--- config.mk ---
export PLATFORM = sky130hd
export DESIGN_NAME = bmp24_stream_decoder
export DESIGN_NICKNAME = d
export VERILOG_FILES = /design/src/rtl/bmp24_pkg.sv /design/src/rtl/bmp24_stream_decoder.sv /design/src/rtl/bmp24_fifo.sv /design/src/rtl/bmp24_core.sv
export SDC_FILE = /design/constraint.sdc
export NUM_CORES = 2
export LEC_CHECK = 0
export BUFFER_PORTS_ARGS = -buffer_cell sky130_fd_sc_hd__buf_2
export CAP_MARGIN = 15
export CORE_MARGIN = 10
export CORE_UTILIZATION = 64
export CTS_CLUSTER_DIAMETER = 100
export CTS_CLUSTER_SIZE = 30
export DETAILED_ROUTE_END_ITERATION = 12
export PLACE_DENSITY_LB_ADDON = 0.15
export SETUP_SLACK_MARGIN = 0.15
export SYNTH_ARGS = -nofsm -noshare
export SYNTH_HDL_FRONTEND = slang
export SYNTH_SLANG_ARGS = --single-unit
--- constraint.sdc ---
create_clock -name clk_i -period 9.4 [get_ports clk_i]
set_input_delay 0.47 -clock clk_i [delete_from_list [all_inputs] [get_ports clk_i]]
set_output_delay 0.47 -clock clk_i [all_outputs]
set_load 0.02 [all_outputs]
--- src/rtl/bmp24_pkg.sv ---
`default_nettype none
package bmp24_pkg;

  localparam int unsigned ByteCountBitsDefault = 32;
  localparam int unsigned HdrLen = 54;
  localparam logic [15:0] MaxSideReset = 16'd32768;
  localparam logic [30:0] MaxPixReset = 31'd67108864;

  // register byte addresses
  localparam logic [2:0] AddrMaxSide = 3'd0;
  localparam logic [2:0] AddrMaxPix  = 3'd4;

  typedef enum logic [1:0] {
    KIND_PIXEL  = 2'd0,
    KIND_HEADER = 2'd1,
    KIND_DONE   = 2'd2,
    KIND_ERROR  = 2'd3
  } kind_e;

  typedef enum logic [2:0] {
    ERR_MAGIC     = 3'd0,
    ERR_VARIANT   = 3'd1,
    ERR_DIMENSION = 3'd2,
    ERR_OFFSET    = 3'd3,
    ERR_DECLARED  = 3'd4,
    ERR_TRUNCATED = 3'd5
  } err_e;

  typedef enum logic [2:0] {
    PH_HEADER = 3'd0,
    PH_CHECK  = 3'd1,
    PH_SKIP   = 3'd2,
    PH_PIXELS = 3'd3,
    PH_TRAIL  = 3'd4,
    PH_DRAIN  = 3'd5
  } phase_e;

  // byte beat as classified by the front part
  typedef struct packed {
    logic [7:0] data;
    logic       eof;
  } beat_t;

  // one result item; 2+32+15+15+16+16+3+1 = 100 bits
  typedef struct packed {
    logic        last;
    logic [2:0]  error_code;
    logic [15:0] image_height;
    logic [15:0] image_width;
    logic [14:0] row;
    logic [14:0] column;
    logic [31:0] pixel_rgba;
    logic [1:0]  kind;
  } result_t;

  localparam int unsigned ResultBits = $bits(result_t);
  localparam int unsigned TdataBits = 104;

endpackage
`default_nettype wire

--- src/rtl/bmp24_stream_decoder.sv ---
`default_nettype none
// Streaming decoder for 24 bpp BMP files. One file byte is taken per beat on the
// slave side (tdata = data byte, tlast = end of file). A small input queue decouples
// the byte stream from the decode core; the core takes one byte a cycle except while
// it runs the header checks and their multiplies after the 54th header byte, and
// except while results are waiting: one waiting result stalls only when the master
// side does not take it in that cycle, and two results of one beat always stall input.
// Results leave on the master side: tuser = kind, tlast = last of the beat,
// tdata = pixel, column, row, width, height, error code from bit 0 up.
module bmp24_stream_decoder
  import bmp24_pkg::*;
#(
  parameter int unsigned ByteCountBits = ByteCountBitsDefault
) (
  input  wire logic         clk_i,
  input  wire logic         rst_ni,
  input  wire logic         psel,
  input  wire logic         penable,
  input  wire logic         pwrite,
  input  wire logic [2:0]   paddr,
  input  wire logic [31:0]  pwdata,
  output logic      [31:0]  prdata,
  output logic              pready,
  input  wire logic         s_axis_tvalid,
  output logic              s_axis_tready,
  input  wire logic [7:0]   s_axis_tdata,  // data_byte
  input  wire logic         s_axis_tlast,  // end_of_file
  output logic              m_axis_tvalid,
  input  wire logic         m_axis_tready,
  // pixel_rgba[31:0], column[46:32], row[61:47], image_width[77:62],
  // image_height[93:78], error_code[96:94], zero fill
  output logic [TdataBits-1:0] m_axis_tdata,
  output logic [1:0]        m_axis_tuser,  // kind
  output logic              m_axis_tlast   // last
);
  logic [15:0] max_side_q;
  logic [30:0] max_pix_q;

  // register file
  assign pready = 1'b1;
  always_ff @(posedge clk_i or negedge rst_ni) begin
    if (!rst_ni) begin
      max_side_q <= MaxSideReset;
      max_pix_q <= MaxPixReset;
    end else if (psel && penable && pwrite) begin
      if (paddr == AddrMaxSide) max_side_q <= pwdata[15:0];
      if (paddr == AddrMaxPix) max_pix_q <= pwdata[30:0];
    end
  end
  always_comb begin
    case (paddr)
      AddrMaxSide: prdata = {16'd0, max_side_q};
      AddrMaxPix:  prdata = {1'b0, max_pix_q};
      default:     prdata = '0;
    endcase
  end

  // front queue
  beat_t q_in, q_out;
  logic q_valid, q_ready;
  assign q_in = '{data: s_axis_tdata, eof: s_axis_tlast};
  bmp24_fifo #(.Width($bits(beat_t)), .Depth(4)) u_fifo (
    .clk_i, .rst_ni,
    .in_valid_i(s_axis_tvalid), .in_ready_o(s_axis_tready), .in_data_i(q_in),
    .out_valid_o(q_valid), .out_ready_i(q_ready), .out_data_o(q_out)
  );

  result_t res;
  bmp24_core #(.ByteCountBits(ByteCountBits)) u_core (
    .clk_i, .rst_ni,
    .max_side_i(max_side_q), .max_pix_i(max_pix_q),
    .in_valid_i(q_valid), .in_ready_o(q_ready), .in_beat_i(q_out),
    .out_valid_o(m_axis_tvalid), .out_ready_i(m_axis_tready), .out_res_o(res)
  );

  assign m_axis_tuser = res.kind;
  assign m_axis_tlast = res.last;
  assign m_axis_tdata = {7'd0, res.error_code, res.image_height, res.image_width,
                         res.row, res.column, res.pixel_rgba};
endmodule
`default_nettype wire

--- src/rtl/bmp24_fifo.sv ---
`default_nettype none
module bmp24_fifo
  import bmp24_pkg::*;
#(
  parameter int unsigned Width = 9,
  parameter int unsigned Depth = 4
) (
  input  wire logic             clk_i,
  input  wire logic             rst_ni,
  input  wire logic             in_valid_i,
  output logic                  in_ready_o,
  input  wire logic [Width-1:0] in_data_i,
  output logic                  out_valid_o,
  input  wire logic             out_ready_i,
  output logic      [Width-1:0] out_data_o
);
  localparam int unsigned Aw = $clog2(Depth);

  logic [Width-1:0] mem_q [Depth];
  logic [Aw-1:0] wr_q, rd_q;
  logic [Aw:0] cnt_q;
  logic push, pop;

  assign in_ready_o  = (cnt_q != Depth[Aw:0]);
  assign out_valid_o = (cnt_q != '0);
  assign out_data_o  = mem_q[rd_q];
  assign push = in_valid_i && in_ready_o;
  assign pop  = out_valid_o && out_ready_i;

  // storage
  always_ff @(posedge clk_i) begin
    if (push) mem_q[wr_q] <= in_data_i;
  end

  // pointers
  always_ff @(posedge clk_i or negedge rst_ni) begin
    if (!rst_ni) begin
      wr_q <= '0;
      rd_q <= '0;
      cnt_q <= '0;
    end else begin
      if (push) wr_q <= (wr_q == Aw'(Depth - 1)) ? '0 : wr_q + 1'b1;
      if (pop) rd_q <= (rd_q == Aw'(Depth - 1)) ? '0 : rd_q + 1'b1;
      cnt_q <= cnt_q + {{Aw{1'b0}}, push} - {{Aw{1'b0}}, pop};
    end
  end

  a_no_overflow: assert property (@(posedge clk_i) disable iff (!rst_ni)
    cnt_q <= Depth[Aw:0]) else $error("fifo count overflow");
  a_full_blocks: assert property (@(posedge clk_i) disable iff (!rst_ni)
    (cnt_q == Depth[Aw:0]) |-> !push) else $error("push while full");
  a_empty_pop: assert property (@(posedge clk_i) disable iff (!rst_ni)
    (cnt_q == '0) |-> !pop) else $error("pop while empty");
endmodule
`default_nettype wire

--- src/rtl/bmp24_core.sv ---
`default_nettype none
// back part: header capture and checks, skip, pixel assembly, end of file
module bmp24_core
  import bmp24_pkg::*;
#(
  parameter int unsigned ByteCountBits = ByteCountBitsDefault
) (
  input  wire logic        clk_i,
  input  wire logic        rst_ni,
  input  wire logic [15:0] max_side_i,
  input  wire logic [30:0] max_pix_i,
  input  wire logic        in_valid_i,
  output logic             in_ready_o,
  input  wire beat_t       in_beat_i,
  output logic             out_valid_o,
  input  wire logic        out_ready_i,
  output result_t          out_res_o
);
  localparam int unsigned Cb = ByteCountBits;
  localparam logic [Cb-1:0] CountMax = '1;

  phase_e ph_q, ph_d;
  logic [Cb-1:0] cnt_q, cnt_d;
  logic [7:0] hdr_q [HdrLen];
  logic bu_q, bu_d;
  logic [15:0] col_q, col_d, rowc_q, rowc_d;
  logic [1:0] tp_q, tp_d, pad_q, pad_d;
  logic [15:0] bg_q, bg_d;

  // decoded header fields, registered once the header is in
  logic [31:0] off_q, decl_q;
  logic [15:0] w_q, h_q;

  // check pipeline
  logic [2:0] chk_st_q;
  logic [2:0] code_q;
  logic code_set_q;
  logic [47:0] prod_q;
  logic [47:0] dsz_q;
  logic eof_pend_q;

  // two result slots (pending results of one beat)
  result_t r0_q, r1_q;
  logic [1:0] nres_q;

  function automatic logic [31:0] le32(input logic [7:0] b0, b1, b2, b3);
    le32 = {b3, b2, b1, b0};
  endfunction

  logic [31:0] hw, hh, habs, hoff, hdecl;
  assign hw    = le32(hdr_q[18], hdr_q[19], hdr_q[20], hdr_q[21]);
  assign hh    = le32(hdr_q[22], hdr_q[23], hdr_q[24], hdr_q[25]);
  assign habs  = hh[31] ? (32'd0 - hh) : hh;
  assign hoff  = le32(hdr_q[10], hdr_q[11], hdr_q[12], hdr_q[13]);
  assign hdecl = le32(hdr_q[2], hdr_q[3], hdr_q[4], hdr_q[5]);

  // a single waiting result does not block a beat when it leaves this cycle
  logic busy;
  assign busy = (ph_q == PH_CHECK) || (nres_q == 2'd2) ||
                (nres_q == 2'd1 && !out_ready_i);
  assign in_ready_o = !busy;
  assign out_valid_o = (nres_q != 2'd0);
  assign out_res_o = r0_q;

  logic take;
  assign take = in_valid_i && in_ready_o;

  logic [Cb-1:0] cnt_inc;
  assign cnt_inc = (cnt_q != CountMax) ? cnt_q + 1'b1 : cnt_q;

  result_t pix_r, ev_r;
  logic pix_emit;
  logic [15:0] dst;
  logic [15:0] rown;
  logic eof_ev;

  // per-beat work
  always_comb begin
    ph_d = ph_q; cnt_d = cnt_q; bu_d = bu_q; col_d = col_q; rowc_d = rowc_q;
    tp_d = tp_q; pad_d = pad_q; bg_d = bg_q;
    pix_r = '0; ev_r = '0; pix_emit = 1'b0; eof_ev = 1'b0;
    dst = bu_q ? (h_q - 16'd1 - rowc_q) : rowc_q;
    rown = rowc_q + 16'd1;
    if (take) begin
      cnt_d = cnt_inc;
      case (ph_q)
        PH_HEADER: begin
          if (cnt_inc == Cb'(HdrLen)) ph_d = PH_CHECK;
        end
        PH_SKIP: begin
          if ({{(32 > Cb ? 32 - Cb : 1){1'b0}}, cnt_inc} >= off_q) ph_d = PH_PIXELS;
        end
        PH_PIXELS: begin
          if (pad_q != 2'd0) begin
            pad_d = pad_q - 2'd1;
            if (pad_q == 2'd1) begin
              rowc_d = rown;
              if (rown >= h_q) ph_d = PH_TRAIL;
            end
          end else if (tp_q == 2'd1) begin
            bg_d = {in_beat_i.data, bg_q[7:0]};
            tp_d = 2'd2;
          end else if (tp_q != 2'd2) begin
            bg_d = {8'd0, in_beat_i.data};
            tp_d = 2'd1;
          end else begin
            pix_emit = 1'b1;
            pix_r.kind = KIND_PIXEL;
            pix_r.pixel_rgba = {in_beat_i.data, bg_q[15:8], bg_q[7:0], 8'hFF};
            pix_r.column = col_q[14:0];
            pix_r.row = dst[14:0];
            tp_d = 2'd0;
            col_d = col_q + 16'd1;
            if (col_d >= w_q) begin
              col_d = '0;
              pad_d = w_q[1:0];
              if (w_q[1:0] == 2'd0) begin
                rowc_d = rown;
                if (rown >= h_q) ph_d = PH_TRAIL;
              end
            end
          end
        end
        default: ;
      endcase
      if (in_beat_i.eof && ph_d != PH_CHECK) begin
        if (ph_d == PH_TRAIL) begin
          eof_ev = 1'b1;
          ev_r.kind = ((decl_q == 32'd0) ||
            ({{(32 > Cb ? 32 - Cb : 1){1'b0}}, cnt_inc} >= decl_q)) ? KIND_DONE : KIND_ERROR;
          if (ev_r.kind == KIND_ERROR) ev_r.error_code = ERR_TRUNCATED;
        end else if (ph_d != PH_DRAIN) begin
          eof_ev = 1'b1;
          ev_r.kind = KIND_ERROR;
          ev_r.error_code = ERR_TRUNCATED;
        end
        ph_d = PH_HEADER; cnt_d = '0; bu_d = 1'b1; col_d = '0; rowc_d = '0;
        tp_d = '0; bg_d = '0; pad_d = '0;
      end
    end
  end

  // header capture
  always_ff @(posedge clk_i) begin
    if (take && ph_q == PH_HEADER && cnt_q < Cb'(HdrLen))
      hdr_q[cnt_q[5:0]] <= in_beat_i.data;
  end

  // main state and result slots; header checks run as a sequence of steps in PH_CHECK
  always_ff @(posedge clk_i or negedge rst_ni) begin
    if (!rst_ni) begin
      ph_q <= PH_HEADER; cnt_q <= '0; bu_q <= 1'b1; col_q <= '0; rowc_q <= '0;
      tp_q <= '0; pad_q <= '0; bg_q <= '0; nres_q <= '0;
      chk_st_q <= '0; code_set_q <= 1'b0; eof_pend_q <= 1'b0;
      off_q <= '0; decl_q <= '0; w_q <= '0; h_q <= '0;
      code_q <= '0; prod_q <= '0; dsz_q <= '0;
      r0_q <= '0; r1_q <= '0;
    end else begin
      if (out_valid_o && out_ready_i && !(take && (pix_emit || eof_ev))) begin
        r0_q <= r1_q;
        nres_q <= nres_q - 2'd1;
      end
      if (ph_q == PH_CHECK) begin
        chk_st_q <= chk_st_q + 3'd1;
        case (chk_st_q)
          3'd0: begin
            off_q <= hoff; decl_q <= hdecl;
            w_q <= hw[15:0]; h_q <= habs[15:0];
            bu_q <= !hh[31];
            code_set_q <= 1'b1;
            if (hdr_q[0] != 8'h42 || hdr_q[1] != 8'h4D) code_q <= ERR_MAGIC;
            else if (le32(hdr_q[14], hdr_q[15], hdr_q[16], hdr_q[17]) != 32'd40 ||
                     {hdr_q[29], hdr_q[28]} != 16'd24 ||
                     le32(hdr_q[30], hdr_q[31], hdr_q[32], hdr_q[33]) != 32'd0)
              code_q <= ERR_VARIANT;
            else if (hh == 32'h8000_0000 || hw[31] || hw == 32'd0 || habs == 32'd0 ||
                     hw > {16'd0, max_side_i} || habs > {16'd0, max_side_i})
              code_q <= ERR_DIMENSION;
            else code_set_q <= 1'b0;
          end
          3'd1: begin
            prod_q <= {16'd0, w_q} * {16'd0, h_q};
            dsz_q <= {30'd0, ({2'd0, w_q} * 18'd3 + 18'd3) & ~18'd3};
          end
          3'd2: begin
            dsz_q <= dsz_q[17:0] * {14'd0, h_q};
            if (!code_set_q && prod_q > {17'd0, max_pix_i}) begin
              code_q <= ERR_DIMENSION; code_set_q <= 1'b1;
            end
          end
          3'd3: begin
            if (!code_set_q && (off_q < 32'(HdrLen) ||
                ({16'd0, off_q} > {{(48 - Cb){1'b0}}, CountMax}))) begin
              code_q <= ERR_OFFSET; code_set_q <= 1'b1;
            end
          end
          default: begin
            chk_st_q <= '0;
            if (!code_set_q && decl_q != 32'd0 && (off_q > decl_q ||
                dsz_q > {16'd0, decl_q - off_q} ||
                ({16'd0, decl_q} > {{(48 - Cb){1'b0}}, CountMax}))) begin
              code_q <= ERR_DECLARED; code_set_q <= 1'b1;
            end
            // emit header outcome
            r0_q <= '0;
            r1_q <= '0;
            nres_q <= 2'd1;
            if (code_set_q || (decl_q != 32'd0 && (off_q > decl_q ||
                dsz_q > {16'd0, decl_q - off_q} ||
                ({16'd0, decl_q} > {{(48 - Cb){1'b0}}, CountMax})))) begin
              r0_q.kind <= KIND_ERROR;
              r0_q.error_code <= code_set_q ? code_q : ERR_DECLARED;
              r0_q.last <= 1'b1;
              ph_q <= PH_DRAIN;
              if (eof_pend_q) begin
                ph_q <= PH_HEADER; cnt_q <= '0; bu_q <= 1'b1;
              end
            end else begin
              r0_q.kind <= KIND_HEADER;
              r0_q.image_width <= w_q;
              r0_q.image_height <= bu_q ? hh[15:0] : h_q;
              if (eof_pend_q) begin
                r0_q.last <= 1'b0;
                r1_q.kind <= KIND_ERROR;
                r1_q.error_code <= ERR_TRUNCATED;
                r1_q.last <= 1'b1;
                nres_q <= 2'd2;
                ph_q <= PH_HEADER; cnt_q <= '0; bu_q <= 1'b1;
              end else begin
                r0_q.last <= 1'b1;
                ph_q <= (off_q == 32'(HdrLen)) ? PH_PIXELS : PH_SKIP;
              end
            end
          end
        endcase
      end else if (take) begin
        ph_q <= ph_d; cnt_q <= cnt_d; bu_q <= bu_d; col_q <= col_d;
        rowc_q <= rowc_d; tp_q <= tp_d; pad_q <= pad_d; bg_q <= bg_d;
        eof_pend_q <= (ph_d == PH_CHECK) && in_beat_i.eof;
        if (pix_emit && eof_ev) begin
          r0_q <= pix_r; r1_q <= ev_r; r1_q.last <= 1'b1; nres_q <= 2'd2;
        end else if (pix_emit) begin
          r0_q <= pix_r; r0_q.last <= 1'b1; nres_q <= 2'd1;
        end else if (eof_ev) begin
          r0_q <= ev_r; r0_q.last <= 1'b1; nres_q <= 2'd1;
        end
      end
    end
  end

  a_no_take_busy: assert property (@(posedge clk_i) disable iff (!rst_ni)
    (ph_q == PH_CHECK) |-> !take) else $error("beat taken during check");
  a_slots: assert property (@(posedge clk_i) disable iff (!rst_ni)
    nres_q <= 2'd2) else $error("result slot overflow");
  a_last: assert property (@(posedge clk_i) disable iff (!rst_ni)
    (nres_q == 2'd1) |-> r0_q.last) else $error("final result without last");
endmodule
`default_nettype wire
---- Word level (Yosys, flattened, before mapping) ----
Memory sizes are Yosys's and may differ from the RTL's. A register that Yosys moved wholly into a read port is not among the register bits.
Cells that the tools add are included.
storage, ports and cells
  memories kept ........................... 2
  input port bits ......................... 51
  word-level logic and storage cells ...... 338
  bits in writable memories ............... 468
  register bits after elaboration ......... 464
  output and inout port bits .............. 142
memory list
  memory        words  width  read ports  clocked after memory_dff  wr ports  line              source
  u_core.hdr_q  54     8      28          8                         1         bmp24_core.sv:24  logic [7:0] hdr_q [HdrLen];
  u_fifo.mem_q  4      9      1           0                         1         bmp24_fifo.sv:19  logic [Width-1:0] mem_q [Depth];
cells by class
  add/sub/neg operators ................... 15
  reductions and logical operators ........ 87
  order comparisons ....................... 11
  multipliers ............................. 3
  equality and inequality tests ........... 41
  bitwise gates (word level) .............. 2
  muxes and demuxes ....................... 138
operators with widths
  kind                   count
  $mux 100               11
  $mux 16                20
  $mux 32                8
  $mux 64                4
  $logic_not 32->1       3
  $pmux 48 s2            1
  $mux 3                 31
  $eq 32x6->1 const B    2
  $ge 32x32->1           2
  $gt 32x16->1           2
  $lt 32x6->1 const B    2
  $reduce_bool 32->1     2
  $pmux 31 s2            1
  $mux 2                 27
  $gt 48x32->1           1
  $mul 18x16->34         1
  $add 16x1->16 const B  2
  $add 32x1->32 const B  1
  $eq 32x32->1 const B   1
  $ge 16x16->1           2
  $gt 32x31->1           1
  $gt 32x32->1           1
  $mul 16x16->32         1
  $ne 32x32->1 const B   1
  other kinds (49)       169

---- Logic depth before layout (Yosys ltp) ----
  depth after elaboration ................. 25
  depth in mapped cells ................... 28
  gate-level depth less buffers ........... 26

---- By module ----
A second synthesis with hierarchy kept.
unflattened totals
  cells, all modules ...................... 5289
  area, all modules ....................... 53044.6 µm²
by module, submodules not included
  module                cells an instance  area each (µm²)  instances  seq. area each (µm²)
  bmp24_core            5048               49109.6          1          15811.4
  bmp24_stream_decoder  151                2155.8           1          1178.6
  bmp24_fifo            90                 1779.2           1          1256.2

---- Worst setup path after synthesis ----
OpenSTA, ideal clock, no wires.
  kind .................................... reg-to-reg
  from .................................... register u_core.w_q[0]
  to ...................................... register u_core.prod_q[30]
  setup slack ............................. 2.594 ns
  clock period less this slack ............ 6.806 ns
  path buffers ............................ 2
  data required time ...................... 9.264 ns
  cell stages (with the launch flop) ...... 25
  library setup time ...................... 0.136 ns
  arrival time ............................ 6.670 ns
  cells stage by stage .................... dfrtp_1 -> clkbuf_1 -> clkbuf_1 -> nand2_1 -> fa_1 -> fa_1 -> inv_1 -> fa_1 -> inv_1 -> fa_1 -> fa_1 -> inv_1 -> fa_1 -> ha_1 -> a21o_1 -> a21oi_1 -> nand2b_1 -> nand2b_1 -> o21ai_0 -> o21ai_0 -> a221o_1 -> or4_1 -> a31oi_1 -> xor2_1 -> o21ai_0
between the ends
  cells in the longest elaborated chain, start to end .. 1
RTL lines
  element                 line               source
  from (decl)             bmp24_core.sv:32   logic [15:0] w_q, h_q;
  from (signal assigned)  bmp24_core.sv:168  w_q <= hw[15:0]; h_q <= habs[15:0];
  $mul 16x16->32          bmp24_core.sv:182  prod_q <= {16'd0, w_q} * {16'd0, h_q};
  to (signal assigned)    bmp24_core.sv:182
  to (decl)               bmp24_core.sv:38   logic [47:0] prod_q;
Every way passes these cells.
A chain may end at the register's enable or synchronous reset.

---- Worst setup path after layout ----
  from .................................... register u_core.h_q[3]
  to ...................................... register u_core.prod_q[30]
between the ends
  cells in the longest elaborated chain, start to end .. 1
RTL lines
  element                 line
  from (decl)             bmp24_core.sv:32
  from (signal assigned)  bmp24_core.sv:168
  $mul 16x16->32          bmp24_core.sv:182
Every way passes these cells.

==> summary.md <==
| Metric | Value |
|---|---|
| CP startpoint kind | `register` |
| Placement row count | `104` |
| Area contributors post-synth | `dfrtp_1, fa_1, edfxtp_1, ha_1, nand2_1` |
| Drt wl/cell | `22.4 um` |
| Worst Skew | `40.1 ps` |
| Die ar. | `93,800 sq um` |
| GRT Resource Usage Total | `30.5%` |
| Most used cell, CP | `fa_1` |
| Die width | `306 um` |
| Worst Setup End Kind | `register` |
| Status | `complete, no violations` |
| WP data arrival | `8530 ps` |
| FFs w/ async S/R, synth | `61.6%` |
| Post-DP HPWL | `107,000 um` |
| Max cap viols | `0` |
| Vias | `39,813` |
| Skew-Pair Late Insertion Delay | `690 ps` |
| Total CTS buffers | `29` |
| CP bufs+invs | `3` |
| Post-Syn Area | `52,400 sq um` |
| Area share of the largest cell type after synthesis | `19.8%` |
| Area delta synth->final | `5.94%` |
| Fin cells | `6,453` |
| Vias in the first global route | `39,543` |
| Most common cell in the netlist | `nand2_1` |
| Flip-flop and latch count after synthesis | `677` |
| I/O pin total | `193` |
| Post-route minimum period | `8000 ps` |
| Initial Util | `64.8%` |
| Library cells used by synthesis | `87` |
| Crit share post-route | `85.1%` |
| Main synth FF type | `dfrtp_1` |
| Static leakage | `26.6 nW` |
| Clock slew at reported path FFs | `130 ps` |
| FF/Latch Area | `18,200 sq um` |
| Diode count | `0` |
| Cell breakdown of the critical path | `clkinv_1 -> nor2_1 -> fa_1 -> fa_1 -> ha_1 -> fa_1 -> inv_1 -> fa_1 -> fa_1 -> inv_1 -> ha_1 -> a2111oi_0 -> nor3_1 -> o21ai_0 -> o21ai_0 -> a221o_1 -> or4_1 -> a31oi_1 -> xor2_1 -> o21ai_0` |
| Cell taking the most area after synthesis | `dfrtp_1` |
| Initial DRC count | `3,601` |
| Total grt overflow | `0` |
| Antenna violations before repair | `2` |
| Pre-antenna DRT Iters | `5` |
| Maximum VDD drop | `0.298 mV` |
| Core Area | `80,900 sq um` |
| H-tree depth | `1` |
| Post-DRT Antenna Nets | `0` |
| Overall Power | `6.68 mW` |
| Crit-path slowest cell | `dfrtp_1` |
| Relative slew slack | `20.8%` |
| IO buf count | `182` |
| Mean Syn Cell Area | `9.91 sq um` |
| Slew @ Worst Pin | `1180 ps` |
| Clk root buf | `clkbuf_16` |
| Mapped Cells | `5,293` |
| First-pass GRT wire length | `225,000 um` |
| Pwr Density | `120 nW/um^2` |
| DR DRC count | `0` |
| CTS tree | `yes` |
| Ratio of cells with drive above 1 in the final layout | `6.60%` |
| Largest net degree at the start of global routing | `168` |
| Sequential share of the synthesized area | `34.8%` |
| Fmax | `125 MHz` |
| WP data required | `9930 ps` |
| Post-synth top cells | `nand2_1, inv_1, ha_1, fa_1, dfrtp_1` |
| Post-synth EDFFs | `260` |
| Fin. max-slew vios | `0` |
| Fin Setup TNS | `0 ps` |
| Area occupied by multi-input gates | `30,800 sq um` |
| Total Wirelength | `145,000 um` |
| CP max stage delay | `970 ps` |
| Clock buffer depth | `3` |
| Die Ht | `306 um` |
| Crit path kind | `register to register` |
| Clk sinks | `677` |
| Hold WC Path Type | `primary input to register` |
| Placed Cells incl. Taps | `6,365` |
| Crit-path max FO | `14` |
| Nets | `6,339` |
| Placer Congestion | `0.983` |
| Yosys warns | `0` |
| Crit-path leading delay family | `adder cells` |
| Final setup fails | `0` |
| DR vias/cell | `6.17` |
| Core Util, Final | `68.6%` |
| Hold Fails Final Rpt | `0` |
| RSZ-0062 raised after global routing | `false` |
| Fillcell total | `6,280` |
metal layers:
layer,GRT usage (%),up-vias,routed length (um),part of all wire [%]
met5,0,-,10,0.0069
met4,9.50,2,5200,3.6
met3,5.16,278,12700,8.8
met2,49.8,1695,67100,46
met1,41.5,19812,59500,41
li1,-,18026,-,-
what timing repair did:
item,CTS,global route
endpoints found under the hold margin,165,0
resized for setup,0,0
hold buffers,34,0
buffers inserted,0,0
endpoints found under the setup margin,0,0
layout make-up:
cell class / instances / area share (%)
clock buffer: 44 / 1.41
clock inverter: 9 / 0.252
inverter: 669 / 4.52
multi-input combinational: 3713 / 55.4
sequential: 677 / 32.8
tap: 1060 / 2.39
timing repair buffer: 281 / 3.23
flip-flops by register name (all words and copies together) (netlist names), 32 cells and up:
signal and cells:
u_core.decl_q 32, u_core.off_q 32, u_core.cnt_q 32, u_core.hdr_q 224, u_fifo.mem_q 36, u_core.out_res_o 100
u_core.prod_q 32, u_core.dsz_q 34
cells in the final DEF (no fill, tap or decap), types with 170 or more instances in the layout:
| cell | count |
|---|---|
| nand2_1 | 701 |
| inv_1 | 664 |
| ha_1 | 498 |
| fa_1 | 419 |
| dfrtp_1 | 413 |
| o21ai_0 | 328 |
| nor2_1 | 260 |
| edfxtp_1 | 260 |
| buf_2 | 181 |
| a21oi_1 | 170 |
metrics by stage:
step	cell area [sq um]	hold slack (ps)	setup slack (ps)
after floorplan	52500	174	2590
after global placement	54300	428	1660
after detailed placement	54300	436	1610
after CTS	55500	0.770	1560
after global routing	55600	7.88	883
final	55600	21.3	1400
final timing paths:
kind | cells past startpoint | slack, ps | endpoint | startpoint
max | 20 | 1400 | u_core.prod_q[30] | u_core.h_q[3]
min | 3 | 20 | max_side_q[5] | pwdata[5]
max reg2reg | 20 | 1400 | u_core.prod_q[30] | u_core.h_q[3]
min reg2reg | 2 | 460 | u_core.off_q[30] | u_core.hdr_q[13][6]
max in group asynchronous | 3 | 7420 | u_core.prod_q[16] | rst_ni
min in group asynchronous | 2 | 400 | u_core.cnt_q[27] | rst_ni
worst register-to-register path, stage by stage (launching register included):
cell and delay (ps):
dfrtp_1 970, clkinv_1 730, nor2_1 340, fa_1 440
fa_1 460, ha_1 240, fa_1 540, inv_1 50
fa_1 470, fa_1 550, inv_1 40, ha_1 220
a2111oi_0 620, nor3_1 270, o21ai_0 310, o21ai_0 260
a221o_1 430, or4_1 430, a31oi_1 220, xor2_1 150
o21ai_0 100
cell families (layout without fill, tap and decap cells):
kind of cell             Yosys count  count (layout)  synth area share [%]
AND/OR/NAND/NOR                 1570            1570                  14.1
XOR/XNOR                         174             174                  2.91
adder cells (fa/ha/maj)          917             917                  27.9
flip-flops                       677             677                  34.8
AO/OA/AOI/OAI                    983             983                  12.3
multiplexers                      60              60                  1.36
buffers and inverters            910            1003                  6.68
other                              2               9                0.0143
power by group:
group          leakage (nW)  internal (mW)  switching (mW)  total, mW
registers              8.02           3.44           0.107       3.55
logic                  18.1          0.368            1.16       1.53
clock network         0.443          0.613           0.984       1.60
(Power assumes the default switching activity.)
